==> config.mk <==
export PLATFORM = sky130hd
export DESIGN_NAME = air_quality_sensor_plausibility
export DESIGN_NICKNAME = d
export VERILOG_FILES = /design/src/rtl/aqsp_pkg.sv /design/src/rtl/aqsp_csr.sv /design/src/rtl/aqsp_history.sv /design/src/rtl/aqsp_check.sv /design/src/rtl/air_quality_sensor_plausibility.sv
export VERILOG_INCLUDE_DIRS = /design/src /design/src/rtl
export SDC_FILE = /design/constraint.sdc
export NUM_CORES = 1
export LEC_CHECK = 0
export BUFFER_PORTS_ARGS = -buffer_cell sky130_fd_sc_hd__buf_2
export CAP_MARGIN = 30
export CORE_MARGIN = 3
export CORE_UTILIZATION = 36
export CTS_BUF_LIST = sky130_fd_sc_hd__clkbuf_2
export DETAILED_ROUTE_END_ITERATION = 12
export GPL_TIMING_DRIVEN = 0
export PLACE_DENSITY = 0.49
export SLEW_MARGIN = 20
export SYNTH_ARGS = -nofsm -noshare
export SYNTH_HDL_FRONTEND = slang
export SYNTH_SLANG_ARGS = --single-unit
==> constraint.sdc <==
create_clock -name clock -period 13.8 [get_ports clock]
set_input_delay 2.76 -clock clock [delete_from_list [all_inputs] [get_ports clock]]
set_output_delay 2.76 -clock clock [all_outputs]
set_load 0.03 [all_outputs]
==> src/rtl/air_quality_sensor_plausibility_defines.svh <==
`ifndef AIR_QUALITY_SENSOR_PLAUSIBILITY_DEFINES_SVH
`define AIR_QUALITY_SENSOR_PLAUSIBILITY_DEFINES_SVH

// Concurrent checks on the block clock, off while reset is high.
`define AQSP_ASSERT_ALWAYS(label, cond, msg) \
   label: assert property (@(posedge clock) disable iff (reset) (cond)) else $error(msg);

`define AQSP_ASSERT_NEXT(label, ante, cons, msg) \
   label: assert property (@(posedge clock) disable iff (reset) (ante) |=> (cons)) \
      else $error(msg);

`endif

==> src/rtl/aqsp_pkg.sv <==
`timescale 1ns / 1ps

package aqsp_pkg;

   localparam int CO2_BITS = 14;
   localparam int AIR_BITS = 12;
   localparam int PIR_BITS = 8;
   localparam int INTERVAL_BITS = 11;
   localparam int ROWS_BITS = 3;
   localparam int CSR_INDEX_BITS = 3;
   localparam int CSR_DATA_BITS_CA = (CO2_BITS > AIR_BITS) ? CO2_BITS : AIR_BITS;
   localparam int CSR_DATA_BITS =
      (CSR_DATA_BITS_CA > INTERVAL_BITS) ? CSR_DATA_BITS_CA : INTERVAL_BITS;

   localparam logic [CO2_BITS-1:0] CO2_LOW_RESET = CO2_BITS'(418);
   localparam logic [CO2_BITS-1:0] CO2_HIGH_RESET = CO2_BITS'(630);
   localparam logic [AIR_BITS-1:0] AIR_LOW_RESET = AIR_BITS'(7);
   localparam logic [AIR_BITS-1:0] AIR_HIGH_RESET = AIR_BITS'(70);
   localparam logic [INTERVAL_BITS-1:0] INTERVAL_RESET = INTERVAL_BITS'(60);
   localparam logic [INTERVAL_BITS-1:0] INTERVAL_FAST = INTERVAL_BITS'(30);

   localparam logic [ROWS_BITS-1:0] ROWS_FULL = ROWS_BITS'(4);

   // round(prev/10) = (prev + 5) / 10, done as multiply by reciprocal; exact below 2^32
   localparam logic [CO2_BITS-1:0] BAND_ROUND = CO2_BITS'(5);
   localparam int RECIP_BITS = 33;
   localparam logic [RECIP_BITS-1:0] BAND_RECIP = 33'h0_CCCC_CCCD;
   localparam int RECIP_SHIFT = 35;

   typedef enum logic [CSR_INDEX_BITS-1:0] {
      CSR_CO2_LOW  = 3'd0,
      CSR_CO2_HIGH = 3'd1,
      CSR_AIR_LOW  = 3'd2,
      CSR_AIR_HIGH = 3'd3,
      CSR_INTERVAL = 3'd4
   } csr_index_type;

   typedef struct packed {
      logic                      series_start;
      logic [CO2_BITS-1:0]       co2_ppm;
      logic                      co2_present;
      logic [AIR_BITS-1:0]       airflow_value;
      logic                      airflow_present;
      logic [PIR_BITS-1:0]       pir_value;
      logic                      pir_present;
   } req_type;

   typedef struct packed {
      logic air_not_high;
      logic air_not_low;
      logic air_not_frozen;
      logic pir_matches_flow;
      logic co2_not_high;
      logic co2_not_low;
      logic co2_not_frozen;
      logic co2_step_small;
      logic pir_is_binary;
   } rsp_type;

   typedef struct packed {
      logic [CO2_BITS-1:0]      co2_low_limit;
      logic [CO2_BITS-1:0]      co2_high_limit;
      logic [AIR_BITS-1:0]      air_low_limit;
      logic [AIR_BITS-1:0]      air_high_limit;
      logic [INTERVAL_BITS-1:0] sample_interval_minutes;
   } cfg_type;

   // History as the current row sees it (already cleared on series start).
   typedef struct packed {
      logic [ROWS_BITS-1:0]     rows;
      logic [3:0][CO2_BITS-1:0] co2;
      logic [3:0]               co2_vld;
      logic [AIR_BITS-1:0]      air;
      logic                     air_vld;
      logic [CO2_BITS-1:0]      band;
   } hist_type;

endpackage

==> src/rtl/aqsp_csr.sv <==
`timescale 1ns / 1ps

module aqsp_csr
   import aqsp_pkg::*;
(
   input  logic                      clock,
   input  logic                      reset,
   input  logic                      csr_valid,
   output logic                      csr_ready,
   input  logic [CSR_INDEX_BITS-1:0] csr_index,
   input  logic [CSR_DATA_BITS-1:0]  csr_wdata,
   output cfg_type                   cfg
);

   cfg_type cfg_ff;
   cfg_type cfg_in;

   assign csr_ready = 1'b1;
   assign cfg = cfg_ff;

   always_comb begin
      cfg_in = cfg_ff;
      if (csr_valid) begin
         unique case (csr_index_type'(csr_index))
            CSR_CO2_LOW:  cfg_in.co2_low_limit = csr_wdata[CO2_BITS-1:0];
            CSR_CO2_HIGH: cfg_in.co2_high_limit = csr_wdata[CO2_BITS-1:0];
            CSR_AIR_LOW:  cfg_in.air_low_limit = csr_wdata[AIR_BITS-1:0];
            CSR_AIR_HIGH: cfg_in.air_high_limit = csr_wdata[AIR_BITS-1:0];
            CSR_INTERVAL: cfg_in.sample_interval_minutes = csr_wdata[INTERVAL_BITS-1:0];
            default: ;
         endcase
      end
   end

   always_ff @(posedge clock) begin
      if (reset) begin
         cfg_ff.co2_low_limit <= CO2_LOW_RESET;
         cfg_ff.co2_high_limit <= CO2_HIGH_RESET;
         cfg_ff.air_low_limit <= AIR_LOW_RESET;
         cfg_ff.air_high_limit <= AIR_HIGH_RESET;
         cfg_ff.sample_interval_minutes <= INTERVAL_RESET;
      end else begin
         cfg_ff <= cfg_in;
      end
   end

endmodule

==> src/rtl/aqsp_history.sv <==
`timescale 1ns / 1ps
`include "air_quality_sensor_plausibility_defines.svh"

module aqsp_history
   import aqsp_pkg::*;
(
   input  logic     clock,
   input  logic     reset,
   input  logic     update,
   input  req_type  item,
   output hist_type hist
);

   localparam int PROD_BITS = CO2_BITS + 1 + RECIP_BITS;

   logic [ROWS_BITS-1:0]     rows_ff, rows_in;
   logic [3:0][CO2_BITS-1:0] co2_ff, co2_in;
   logic [3:0]               co2_vld_ff, co2_vld_in;
   logic [AIR_BITS-1:0]      air_ff, air_in;
   logic                     air_vld_ff, air_vld_in;
   logic [CO2_BITS-1:0]      band_ff, band_in;

   logic [CO2_BITS:0]        band_num;
   logic [PROD_BITS-1:0]     band_prod;

   // Row view: a series start wipes the history before it is used.
   always_comb begin
      if (item.series_start) begin
         hist = '0;
      end else begin
         hist.rows = rows_ff;
         hist.co2 = co2_ff;
         hist.co2_vld = co2_vld_ff;
         hist.air = air_ff;
         hist.air_vld = air_vld_ff;
         hist.band = band_ff;
      end
   end

   // Band half-width of the sample that becomes the newest entry.
   assign band_num = {1'b0, item.co2_ppm} + {1'b0, BAND_ROUND};
   assign band_prod = PROD_BITS'(band_num) * PROD_BITS'(BAND_RECIP);

   always_comb begin
      rows_in = (hist.rows < ROWS_FULL) ? hist.rows + ROWS_BITS'(1) : hist.rows;
      co2_in = {hist.co2[2:0], (item.co2_present ? item.co2_ppm : CO2_BITS'(0))};
      co2_vld_in = {hist.co2_vld[2:0], item.co2_present};
      air_in = item.airflow_present ? item.airflow_value : AIR_BITS'(0);
      air_vld_in = item.airflow_present;
      band_in = CO2_BITS'(band_prod >> RECIP_SHIFT);
   end

   always_ff @(posedge clock) begin
      if (reset) begin
         rows_ff <= '0;
         co2_ff <= '0;
         co2_vld_ff <= '0;
         air_ff <= '0;
         air_vld_ff <= 1'b0;
         band_ff <= '0;
      end else if (update) begin
         rows_ff <= rows_in;
         co2_ff <= co2_in;
         co2_vld_ff <= co2_vld_in;
         air_ff <= air_in;
         air_vld_ff <= air_vld_in;
         band_ff <= band_in;
      end
   end

   `AQSP_ASSERT_ALWAYS(a_rows_saturate, rows_ff <= ROWS_FULL, "row count past saturation")
   `AQSP_ASSERT_NEXT(a_newest_valid, update, co2_vld_ff[0] == $past(item.co2_present), "newest CO2 valid bit wrong")
   `AQSP_ASSERT_NEXT(a_start_restarts, update && item.series_start, rows_ff == ROWS_BITS'(1), "series start did not restart count")
   `AQSP_ASSERT_NEXT(a_hold_idle, !update, $stable(rows_ff) && $stable(co2_vld_ff), "history moved without a row")

endmodule

==> src/rtl/aqsp_check.sv <==
`timescale 1ns / 1ps

module aqsp_check
   import aqsp_pkg::*;
(
   input  req_type  item,
   input  hist_type hist,
   input  cfg_type  cfg,
   output rsp_type  flags
);

   logic [CO2_BITS:0] co2_wide;
   logic [CO2_BITS:0] prev_wide;
   logic [CO2_BITS:0] band_wide;
   logic              in_band;
   logic              all_vld;
   logic              all_same;
   logic              first_row;

   assign co2_wide = {1'b0, item.co2_ppm};
   assign prev_wide = {1'b0, hist.co2[0]};
   assign band_wide = {1'b0, hist.band};
   assign in_band = (co2_wide + band_wide >= prev_wide) && (co2_wide <= prev_wide + band_wide);
   assign all_vld = &hist.co2_vld;
   assign all_same = (item.co2_ppm == hist.co2[0]) && (item.co2_ppm == hist.co2[1]) &&
                     (item.co2_ppm == hist.co2[2]) && (item.co2_ppm == hist.co2[3]);
   assign first_row = (hist.rows == '0);

   always_comb begin
      flags = '0;

      if (item.co2_present) begin
         if (item.co2_ppm <= cfg.co2_low_limit) begin
            flags.co2_not_high = 1'b1;
         end else if (item.co2_ppm >= cfg.co2_high_limit) begin
            flags.co2_not_low = 1'b1;
         end else begin
            flags.co2_not_high = 1'b1;
            flags.co2_not_low = 1'b1;
         end

         if (hist.rows >= ROWS_FULL) begin
            if ((cfg.sample_interval_minutes < INTERVAL_FAST) && all_vld) begin
               flags.co2_not_frozen = !all_same;
            end else if (hist.co2_vld[0]) begin
               flags.co2_not_frozen = (item.co2_ppm != hist.co2[0]);
            end else begin
               flags.co2_not_frozen = 1'b0;
            end
         end else begin
            flags.co2_not_frozen = 1'b1;
         end

         flags.co2_step_small = first_row || (hist.co2_vld[0] && in_band);
      end

      if (item.airflow_present) begin
         if (item.airflow_value >= cfg.air_high_limit) begin
            flags.air_not_low = 1'b1;
         end else if (item.airflow_value <= cfg.air_low_limit) begin
            flags.air_not_high = 1'b1;
         end else begin
            flags.air_not_high = 1'b1;
            flags.air_not_low = 1'b1;
         end

         if (first_row) begin
            flags.air_not_frozen = 1'b1;
         end else if (hist.air_vld && item.co2_present && hist.co2_vld[0]) begin
            flags.air_not_frozen = !(in_band && (item.airflow_value == hist.air));
         end else begin
            flags.air_not_frozen = 1'b0;
         end
      end

      if (item.pir_present) begin
         flags.pir_matches_flow = item.airflow_present &&
            ((item.pir_value != '0) == (item.airflow_value != '0));
         flags.pir_is_binary = (item.pir_value <= PIR_BITS'(1));
      end
   end

endmodule

==> src/rtl/air_quality_sensor_plausibility.sv <==
`timescale 1ns / 1ps

// Plausibility checks for a stream of sensor rows (CO2, airflow, PIR). One row
// is taken per clock and its nine pass/fail flags are presented after the row
// passes the input register, then the result register; the history update
// and all checks fit in the single stage between them, so one row per cycle is
// sustained while rsp_ready stays high. A stalled result holds the pipe, and
// req_ready falls only when both registers are full. Register writes on the csr
// port are registered and must be made while no row is in flight.

module air_quality_sensor_plausibility
   import aqsp_pkg::*;
(
   input  logic                      clock,
   input  logic                      reset,
   input  logic                      req_valid,
   output logic                      req_ready,
   input  req_type                   req_data,
   output logic                      rsp_valid,
   input  logic                      rsp_ready,
   output rsp_type                   rsp_data,
   input  logic                      csr_valid,
   output logic                      csr_ready,
   input  logic [CSR_INDEX_BITS-1:0] csr_index,
   input  logic [CSR_DATA_BITS-1:0]  csr_wdata
);

   logic     in_valid_ff, in_valid_in;
   req_type  in_data_ff;
   logic     out_valid_ff, out_valid_in;
   rsp_type  out_data_ff;
   logic     move;
   cfg_type  cfg;
   hist_type hist;
   rsp_type  flags;

   assign move = in_valid_ff && (!out_valid_ff || rsp_ready);
   assign req_ready = !in_valid_ff || move;
   assign in_valid_in = (req_valid && req_ready) || (in_valid_ff && !move);
   assign out_valid_in = move || (out_valid_ff && !rsp_ready);

   assign rsp_valid = out_valid_ff;
   assign rsp_data = out_data_ff;

   aqsp_csr u_csr (
      .clock     (clock),
      .reset     (reset),
      .csr_valid (csr_valid),
      .csr_ready (csr_ready),
      .csr_index (csr_index),
      .csr_wdata (csr_wdata),
      .cfg       (cfg)
   );

   aqsp_history u_history (
      .clock  (clock),
      .reset  (reset),
      .update (move),
      .item   (in_data_ff),
      .hist   (hist)
   );

   aqsp_check u_check (
      .item  (in_data_ff),
      .hist  (hist),
      .cfg   (cfg),
      .flags (flags)
   );

   always_ff @(posedge clock) begin
      if (reset) begin
         in_valid_ff <= 1'b0;
         out_valid_ff <= 1'b0;
      end else begin
         in_valid_ff <= in_valid_in;
         out_valid_ff <= out_valid_in;
      end
   end

   always_ff @(posedge clock) begin
      if (req_valid && req_ready) begin
         in_data_ff <= req_data;
      end
      if (move) begin
         out_data_ff <= flags;
      end
   end

endmodule

==> impl_results.md <==
* Status: finished clean
* Grt ovf at 0
* Most frequent CP cell: fa_1
* Post-synth EDFFs at between 40 and 50
* Clock transition at path regs at about 0.32 ns
* Worst path required time at 14.59 ns
* DRT antenna net count at 0
* Port bufs at between 60 and 70
* Post-CTS setup buffers at 0
* Unique masters post-synth at 76
* TritonRoute pass-1 iters at 7
* Die height at about 220 um
* Final Hold Viols at 0
* Crit Path Max Fanout at 10
* Worst Setup End Kind: flip-flop
* DR vias at approximately 14000
* Synth area leaders: dfxtp_1 (19%), ha_1 (18%), fa_1 (9.0%)
* Layout area overhead at 8.25%
* # placed instances at approximately 2500
* Post-Route WL at between 50000 and 60000 um
* Syn avg cell area at roughly 8.5 sq um
* Bufs on Longest Clock Path at 2
* Number of global-route vias before repair at between 10000 and 15000
* CP peak stage delay at a little under 0.7 ns
* Die area at around 0.047 sq mm
* Yosys reg bits at 199
* Startpoint types: flip-flop
* Worst vdd ir at around 0.27 mV
* Max Clock Skew at between 0.05 and 0.06 ns
* Final setup fails at 0
* DR WL/cell at approximately 20 um
* Clock Sinks at ~200
* Largest net degree at the start of global routing at 39
* Initial antenna violation count at 1
* Overall global routing resource usage at 0.216
* Detailed Route Iter0 Violations at 999
* CTS tree: built
* RSZ-0062 raised after global routing: no
* Final Instance Count excl. Fillers at 2573
* Top cell type's share of synthesized area at 0.191
* DIE WIDTH at roughly 220 um
* CP cell instances: clkbuf_1 -> nand4_1 -> nor2_1 -> nand3b_1 -> xnor2_1 -> ha_1 -> fa_1 -> inv_1 -> fa_1 -> inv_1 -> fa_1 -> fa_1 -> inv_1 -> fa_1 -> inv_1 -> ha_1 -> and3_4 -> a22o_1 -> a311o_1 -> and4bb_2 -> o31ai_1 -> xor2_1 -> nand2_1 -> a21oi_1
* Clock insertion delay at the later pin of the skew report at between 0.8 and 0.9 ns
* R2R setup slack at roughly 5.1 ns
* Row cnt at 76
* P_leak at approximately 0.0074 uW
* Fillers at ~4500
* Register area share after synthesis at 0.279
* Cts bufs inserted at 17
* Max Freq at roughly 110 MHz
* Hpwl dp at roughly 40000 um
* Starting density of the core at 0.367
* Final period util at 0.633
* Share of layout cells above drive strength 1 at 0.0619
* H-tree levels at 4
* Area leader, netlist: dfxtp_1
* CTS hold repair buffers at 0
* IO Pins at just over 70
* Routability cong. at approximately 0.91
* Max cap viols at 0
* Max-slew violations at 0
* Final net count at roughly 2300
* Worst-Margin Slew at between 0.7 and 0.8 ns
* Cell count after synthesis at around 1900
* Final min period at between 8 and 9 ns
* Post_cts resized at 0
* Mapped Nets at between 2000 and 2500
* Root Buffer: clkbuf_2
* Crit-path slowest cell: edfxtp_1
* Multi-input logic area at 0.0104 sq mm
* Drt drc at 0
* Post-synth ARST share at 0
* Critical Path AT at around 9.5 ns
* Vias/cell at roughly 5.3
* Max-slew headroom at 0.469
* Core area at between 0.04 and 0.05 sq mm
* Setup TNS at 0 ns
* Power Dens Cells at around 180 mW/mm^2
* Critical setup path kind: reg2reg
* Ys flop type: dfxtp_1
* Sequential Area at between 0.004 and 0.005 sq mm
* First-pass GRT wire length at around 78000 um
* Cell area after synthesis at about 0.016 sq mm
* Synth Warn # at 0
* Hold/Removal Path Class: reg2reg
[metal layers]
metal	up-vias	GRT usage	routed length (um)
li1	6689	-	-
met2	361	0.334	21600
met5	-	0	0
met3	60	0.0467	3090
met4	0	0.0676	1570
met1	6472	0.301	24000
[area by class of cell]
cell class | instances | share of cell area
clock inverter | 14 | 0.00803
tap | 585 | 0.0423
inverter | 227 | 0.0493
clock buffer | 18 | 0.00521
antenna | 1 | 0.000145
sequential | 199 | 0.258
multi-input combinational | 1379 | 0.599
timing repair buffer | 70 | 0.0203
buffer | 80 | 0.0180
[cell usage in the layout (no fill, tap or decap), types with 14 or more instances in the layout]
cell type / n
a21o_1: 30
a21oi_1: 167
a31oi_1: 27
and3_1: 14
buf_2: 75
clkbuf_1: 63
clkbuf_2: 19
dfxtp_1: 152
edfxtp_1: 47
fa_1: 72
ha_1: 226
inv_1: 223
nand2_1: 261
nand3_1: 55
nand3b_1: 22
nand4_1: 26
nor2_1: 95
nor2b_1: 34
nor3_1: 24
nor4bb_1: 17
o211ai_1: 21
o21ai_0: 41
o21ai_1: 27
xnor2_1: 47
xor2_1: 24
[cells in the mapped netlist (5+ instances only)]
| cell | number |
|---|---|
| ha_1 | 226 |
| xor2_1 | 24 |
| and3_1 | 14 |
| nor2_1 | 95 |
| clkbuf_1 | 64 |
| xnor2_1 | 47 |
| nand3b_1 | 22 |
| a211oi_1 | 5 |
| o21ai_1 | 27 |
| buf_2 | 5 |
| o32ai_1 | 13 |
| nand2_1 | 261 |
| a21o_1 | 30 |
| nand4_1 | 26 |
| nand3_1 | 55 |
| fa_1 | 72 |
| buf_1 | 10 |
| inv_1 | 223 |
| nor2b_1 | 34 |
| or3_1 | 6 |
| dfxtp_1 | 152 |
| nor4_1 | 5 |
| o2111ai_1 | 6 |
| a21oi_1 | 167 |
| a31oi_1 | 27 |
| o21a_1 | 13 |
| o22ai_1 | 9 |
| nor4bb_1 | 17 |
| nor3_1 | 24 |
| o211ai_1 | 21 |
| edfxtp_1 | 47 |
| nand2b_1 | 13 |
| o21ai_0 | 41 |
[final timing paths]
| check | start | endpoint | cells past startpoint |
|---|---|---|---|
| worst max-delay path | in_data_ff[29] | u_history.band_ff[2] | 24 |
| worst max register to register | in_data_ff[29] | u_history.band_ff[2] | 24 |
| worst min register to register | u_history.air_ff[8] | u_history.air_ff[8] | 2 |
| worst min-delay path | u_history.air_ff[8] | u_history.air_ff[8] | 2 |
[stage by stage]
step | util | hold slack [ns] | instance area, sq um | setup slack (ns) | total power, uW
3_5_place_dp | 0.392 | 0.443 | 17000 | 5.23 | 2760
5_1_grt | 0.398 | 0.489 | 17300 | 4.58 | 3390
4_1_cts | 0.398 | 0.470 | 17300 | 5.12 | 3080
3_3_place_gp | 0.392 | 0.438 | 17000 | 5.24 | 2730
2_1_floorplan | - | 0.421 | 16000 | 6.77 | 2190
6_report | 0.398 | 0.469 | 17300 | 5.06 | 3080
[power breakdown]
part | internal, uW | switching [uW]
sequential | 626 | 40.2
clock | 73.1 | 227
combinational | 833 | 1280
total | 1530 | 1550
[registers in the layout (all words and copies together) (netlist names)]
register / cells
in_data_ff: 38
u_history.air_ff: 12
rsp_data: 9
u_history.band_ff: 12
u_history.air_vld_ff: 1
u_csr.cfg: 62
rsp_valid: 1
u_history.co2_ff: 56
u_history.co2_vld_ff: 4
in_valid_ff: 1
u_history.rows_ff: 3
[logic make-up (layout without fill, tap and decap cells)]
kind of cell	Yosys count	count (layout)	share of synthesized area
simple gates	598	598	0.181
compound gates	408	408	0.159
buf+inv	307	409	0.0728
fa+ha+maj	299	299	0.268
flops	199	199	0.279
xor+xnor	71	71	0.0389
mux	2	2	0.00125
other cells	1	2	0.000235
[critical path: cells and delay by family (launching register included)]
kind | cells | cell delay [ns]
flip-flops | 1 | 0.68
AND/OR/NAND/NOR | 6 | 1.62
buffers and inverters | 5 | 0.87
adder cells (fa/ha/maj) | 7 | 3.58
AO/OA/AOI/OAI | 4 | 1.05
XOR/XNOR | 2 | 0.88
Note: power is estimated with default switching activity, not from simulation.
